## config.mk

```make
export PLATFORM = sky130hd
export DESIGN_NAME = mdp_mac_cell
export DESIGN_NICKNAME = d
export VERILOG_FILES = /design/src/rtl/mdp_pkg.sv /design/src/rtl/mdp_mac_cell.sv
export SDC_FILE = /design/constraint.sdc
export NUM_CORES = 2
export LEC_CHECK = 0
export BUFFER_PORTS_ARGS = -buffer_cell sky130_fd_sc_hd__buf_2
export CAP_MARGIN = 30
export CORE_ASPECT_RATIO = 0.6
export CORE_MARGIN = 2
export CORE_UTILIZATION = 45
export DETAILED_ROUTE_END_ITERATION = 8
export PLACE_DENSITY_LB_ADDON = 0.1
export SETUP_SLACK_MARGIN = 0.05
export SLEW_MARGIN = 30
export SYNTH_ARGS = -nofsm -noshare
export SYNTH_HDL_FRONTEND = slang
export SYNTH_SLANG_ARGS = --single-unit
```

## constraint.sdc

```tcl
create_clock -name clock -period 24.7 [get_ports clock]
set_input_delay 3.705 -clock clock [delete_from_list [all_inputs] [get_ports clock]]
set_output_delay 3.705 -clock clock [all_outputs]
set_load 0.01 [all_outputs]
```

## src/rtl/mdp_pkg.sv

```systemverilog
// Types, constants and codes shared by the max dot product point store.
package mdp_pkg;

   localparam int MAX_POINTS = 1024;
   localparam int CNT_W      = $clog2(MAX_POINTS + 1);
   localparam int ADDR_W     = (MAX_POINTS > 1) ? $clog2(MAX_POINTS) : 1;
   localparam int COORD_W    = 31;
   localparam int PROD_W     = 2 * COORD_W;
   localparam int ACC_W      = PROD_W + 1;
   localparam int DOT_W      = 62;
   localparam int NUM_LANES  = 2;

   typedef logic signed [COORD_W-1:0] coord_type;
   typedef coord_type [NUM_LANES-1:0] point_type;
   typedef logic signed [PROD_W-1:0]  prod_type;
   typedef logic signed [ACC_W-1:0]   acc_type;
   typedef logic signed [DOT_W-1:0]   dot_type;
   typedef logic [CNT_W-1:0]          count_type;
   typedef logic [ADDR_W-1:0]         addr_type;

   typedef enum logic {
      OP_INSERT = 1'b0,
      OP_QUERY  = 1'b1
   } op_type;

   typedef enum logic [1:0] {
      STATUS_OK    = 2'd0,
      STATUS_FULL  = 2'd1,
      STATUS_EMPTY = 2'd2
   } status_type;

   typedef enum logic [1:0] {
      ST_IDLE,
      ST_SCAN,
      ST_FINISH
   } state_type;

   localparam dot_type EMPTY_DOT = -62'sd2000000000000000000;
   localparam dot_type DOT_MAX   = {1'b0, {(DOT_W-1){1'b1}}};
   localparam dot_type DOT_MIN   = {1'b1, {(DOT_W-1){1'b0}}};

   // One beat travelling along the multiply-accumulate chain
   typedef struct packed {
      logic      valid;
      point_type pt;
      acc_type   acc;
   } cell_beat_type;

endpackage

```

## src/rtl/mdp_mac_cell.sv

```systemverilog
// Multiply-accumulate cell: adds its lane's product to the running sum and hands it on.
module mdp_mac_cell (
   input  logic                   clock,
   input  logic                   reset,
   input  mdp_pkg::coord_type     coeff,
   input  mdp_pkg::cell_beat_type beat_in,
   output mdp_pkg::cell_beat_type beat_out
);
   import mdp_pkg::*;

   cell_beat_type stage_in;
   cell_beat_type stage_ff;
   prod_type      prod_in;
   prod_type      prod_ff;
   cell_beat_type out_in;
   cell_beat_type out_ff;

   // Take lane zero, shift the remaining coordinates down for the next cell
   always_comb begin
      stage_in.valid = beat_in.valid;
      stage_in.acc   = beat_in.acc;
      for (int k = 0; k < NUM_LANES - 1; k++) begin
         stage_in.pt[k] = beat_in.pt[k+1];
      end
      stage_in.pt[NUM_LANES-1] = '0;
      prod_in = prod_type'($signed(beat_in.pt[0])) * prod_type'(coeff);
   end

   always_comb begin
      out_in.valid = stage_ff.valid;
      out_in.pt    = stage_ff.pt;
      out_in.acc   = stage_ff.acc + acc_type'(prod_ff);
   end

   always_ff @(posedge clock) begin
      if (reset) begin
         stage_ff.valid <= 1'b0;
         out_ff.valid   <= 1'b0;
      end else begin
         stage_ff.valid <= stage_in.valid;
         out_ff.valid   <= out_in.valid;
      end
      stage_ff.pt  <= stage_in.pt;
      stage_ff.acc <= stage_in.acc;
      prod_ff      <= prod_in;
      out_ff.pt    <= out_in.pt;
      out_ff.acc   <= out_in.acc;
   end

   assign beat_out = out_ff;

endmodule

```

Word level (Yosys, flattened, before mapping)
Cells that the tools add are included.
Word-level totals
  bits in registers: 252
  input bits: 159
Cells by class
  add/sub/neg operators: 1
  multiply operators: 1
Operators with widths (number)
  adder 63 x 62 -> 63 bit: 1
  multiplier 31 x 31 -> 62 bit: 1

Depth between registers and ports, before layout
  depth after elaboration: 1
  depth in mapped cells: 29
  mapped depth without buffers: 27

Least setup slack after synthesis
Ideal clock, no wire load.
  path type: input to register
  start: input port beat_in[93] (netlist name)
  end: register prod_ff[58]
  data arrival time: 11.054 ns
  required time: 24.577 ns
  slack: 13.523 ns
  cell stages on the path: 28
  path through: clkbuf_1 > nand2_1 > inv_1 > fa_1 > inv_1 > fa_1 > inv_1 > fa_1 > fa_1 > inv_1 > fa_1 > inv_1 > fa_1 > fa_1 > inv_1 > fa_1 > inv_1 > ha_1 > a21oi_1 > o21ai_1 > a21oi_1 > nor2_1 > o21ai_0 > o211ai_1 > o221a_2 > a2111oi_4 > o21bai_1 > xor2_1
Between the ends
  cells in the longest elaborated chain, start to end: 1
RTL lines
  from (decl): RTL line mdp_mac_cell.sv:6  | input mdp_pkg::cell_beat_type beat_in,
  multiplier 31 x 31 -> 62 bit: RTL line mdp_mac_cell.sv:26  | prod_in = prod_type'($signed(beat_in.pt[0])) * prod_type'(coeff);
  net prod_in[58]: RTL line mdp_mac_cell.sv:13  | prod_type prod_in;
  to (signal assigned): RTL line mdp_mac_cell.sv:45  | prod_ff <= prod_in;
  to (decl): RTL line mdp_mac_cell.sv:14  | prod_type prod_ff;
The timed path passes the listed nets, and every way through them passes these cells.
A chain may end at the register's enable or synchronous reset.

Final worst setup path
  start: input port coeff[7]
  end: register prod_ff[61]
Between the ends
  cells in the longest elaborated chain, start to end: 1
RTL lines
  from (decl): RTL line mdp_mac_cell.sv:5  | input mdp_pkg::coord_type coeff,
  multiplier 31 x 31 -> 62 bit: RTL line mdp_mac_cell.sv:26
  net prod_in[61]: RTL line mdp_mac_cell.sv:13
The timed path passes the listed nets, and every way through them passes these cells.

==> flow_metrics.tcl <==
set metrics [dict create \
    numCtsBuffers 29 \
    synth_top_cell_area_share_pct 46.7 \
    path_clk_slew_ns 0.06 \
    tns_ns 0 \
    synth-adder-area-share_pct 53.7 \
    path_cells "buf_2 > nand2_1 > fa_1 > fa_1 > fa_1 > inv_1 > fa_1 > fa_1 > fa_1 > inv_1 > fa_1 > fa_1 > inv_1 > ha_1 > inv_1 > o21bai_1 > a21o_1 > a21o_1 > a221o_1 > a21oi_1 > o31ai_1 > a21oi_1 > xnor2_1" \
    ys_seq_area_share_pct 11.5 \
    wl_met3_um 20300 \
    place_hpwl_um 107000 \
    vias 30800 \
    rows 88 \
    routed_wl_um 136000 \
    drv_cap 0 \
    cp-start-kind "input pin" \
    status "complete, no violations" \
    synth_top_family_by_area "adder cells" \
    ioPinCount 285 \
    synth_area_leader_cell "fa_1" \
    synth_cell_type_count 78 \
    synth-simple-area-share_pct 14.3 \
    final-setup-viol-count 0 \
    final_antenna_net_count 0 \
    area_delta_synth_final_pct 7.20 \
    cp.arrival_ns 11.85 \
    clock.fmax_ghz 0.0876 \
    relSlewSlack_pct 38.0 \
    synthArstFlopShare_pct 0 \
    cts-root-buf "clkbuf_16" \
    drt_iter0_markers 2408 \
    skew_ns 0.0149 \
    grt_max_degree 32 \
    dieArea_sq_um 99700 \
    critPathMostFrequentCell "fa_1" \
    yosys.area_share.xor_xnor_pct 2.49 \
    hold_buffers 0 \
    fin_nets 6140 \
    chipHeight_um 245 \
    yosysWarnings 0 \
    die_w_um 406 \
    wl_met2_um 46400 \
    grt_pass1_vias 32000 \
    synth_area_leaders "fa_1 47%, dfxtp_1 12%, inv_1 9.1%, ha_1 7.0%, and2_1 6.9%" \
    syn-instance-count 4632 \
    r2r_slack_ns 21.00 \
    portBuffers 253 \
    synth_mux_area_share_pct 0.0458 \
    critical_path.slowest_cell "fa_1" \
    fin_ws_ns 13.28 \
    rsz0062_at_grt "false" \
    synth.avg_cell_area_sq_um 9.43 \
    top_layer "met5" \
    clkLatencyLatePin_ns 0.56 \
    gr-total-overflow 0 \
    core_area_sq_um 96100 \
    diodes 0 \
    worst_pin_slew_ns 0.931 \
    cp_slowest_stage_delay_ns 1.02 \
    min_path_type "reg -> reg" \
    post_cts_buffers 0 \
    synth_edf_count 0 \
    clockBufferDepth 3 \
    drc 0 \
    initial_utilization_pct 45.4 \
    dpl_worst_slack_ns 12.81 \
    finalHoldViolCount 0 \
    cts.sinks 252 \
    cts_tree "done" \
    vias_per_cell 5.09 \
    crit_path_max_fanout 31 \
    grt_usage_pct 27.9 \
    layout-drive-gt1-share_pct 7.68 \
    netlist_area_sq_um 43700 \
    ys_ff_latch 252 \
    m1WireLength_um 67600 \
    finalMaxSlewViolations 0 \
    cts_resized 0 \
    wl_per_cell_um 22.4 \
    fin_crit_ns 11.42 \
    h-tree-depth 1 \
    synth_compound_area_share_pct 6.30 \
    first_pass_iters 5 \
    finalCritPeriodShare_pct 46.2 \
    synthTopCellsByCount "1059 x inv_1, 1019 x fa_1, 535 x nand2_1" \
    critical_path_required_ns 25.13 \
    routabilityCongestion 0.906 \
    path_class "in -> reg" \
    setup.worst_path.end_class "flop" \
    antenna_found_initial 2 \
    grt_pass1_wl_um 206000 \
    synth_most_common_cell "inv_1" \
    synth-main-ff-cell "dfxtp_1" \
]
cell families (layout without fill, tap and decap cells):
| kind of cell | after synthesis | count (layout) |
|---|---|---|
| compound gates | 416 | 416 |
| flops | 252 | 252 |
| xor+xnor | 124 | 124 |
| simple gates | 1257 | 1257 |
| mux | 2 | 2 |
| fa+ha+maj | 1263 | 1263 |
| other cells | 1 | 31 |
| buf+inv | 1317 | 1395 |
registers in the layout (all words and copies together), names as in the netlist:
name	flops
beat_out	95
out_in	32
prod_ff	62
stage_ff	63
worst paths after layout:
path / startpoint / endpoint / cells after the start
max: coeff[7] / prod_ff[61] / 23
min: out_in[77] / beat_out[77] / 0
min reg2reg: out_in[77] / beat_out[77] / 0
max reg2reg: stage_ff[0] / beat_out[60] / 13
worst max-delay path: cells and delay by family:
family / cells / cell delay [ns]
buffers and inverters: 5 / 1.17
AOI/OAI and AO/OA: 7 / 1.21
xor gates and xnor gates: 1 / 0.09
adders and majority gates: 9 / 5.36
and+or+nand+nor: 1 / 0.28
metrics by stage:
step                cells  area (sq um)  utilization [%]  hold slack [ns]
floorplan            4662         43800                -            0.310
global placement     5992         45800             47.7            0.310
detailed placement   5992         45800             47.7            0.312
CTS                  6045         46800             48.7            0.321
global route         6045         46800             48.7            0.330
finish               6045         46800             48.7            0.322
layout make-up:
| type | count | area (sq um) |
|---|---|---|
| multi-input combinational | 3093 | 33700 |
| clock inverter | 17 | 213 |
| timing repair buffer | 283 | 1490 |
| clock buffer | 36 | 792 |
| tap | 1305 | 1630 |
| sequential | 252 | 5040 |
| fill | 9262 | 49300 |
| inverter | 1059 | 3980 |
per-layer routing:
layer	vias to the layer above	GRT usage, %
met5	-	0
met4	2	2.94
met3	101	13.2
met2	1507	32.9
met1	15400	45.5
li1	13700	-
cell usage in the layout (no fill, tap or decap), types with 12 or more instances in the layout:
cell	synthesis	layout
dfxtp_1	252	252
xor2_1	37	37
xnor2_1	87	87
inv_1	1059	1058
nand3_1	35	35
a21o_1	45	45
nand2b_1	26	26
nand2_1	535	535
o211ai_1	17	17
nor3_1	21	21
buf_4	31	30
ha_1	244	244
conb_1	1	31
nand4_1	19	19
buf_2	9	253
and2_1	485	485
nor2_1	90	90
o21a_1	12	12
o21ai_0	54	54
clkbuf_16	0	29
a21oi_1	146	146
nor2b_1	14	14
o21bai_1	28	28
o21ai_1	26	26
fa_1	1019	1019
Power is left out: the tool's default activity adds up to more than one toggle a clock period on the data nets, which glitch-free logic cannot reach.
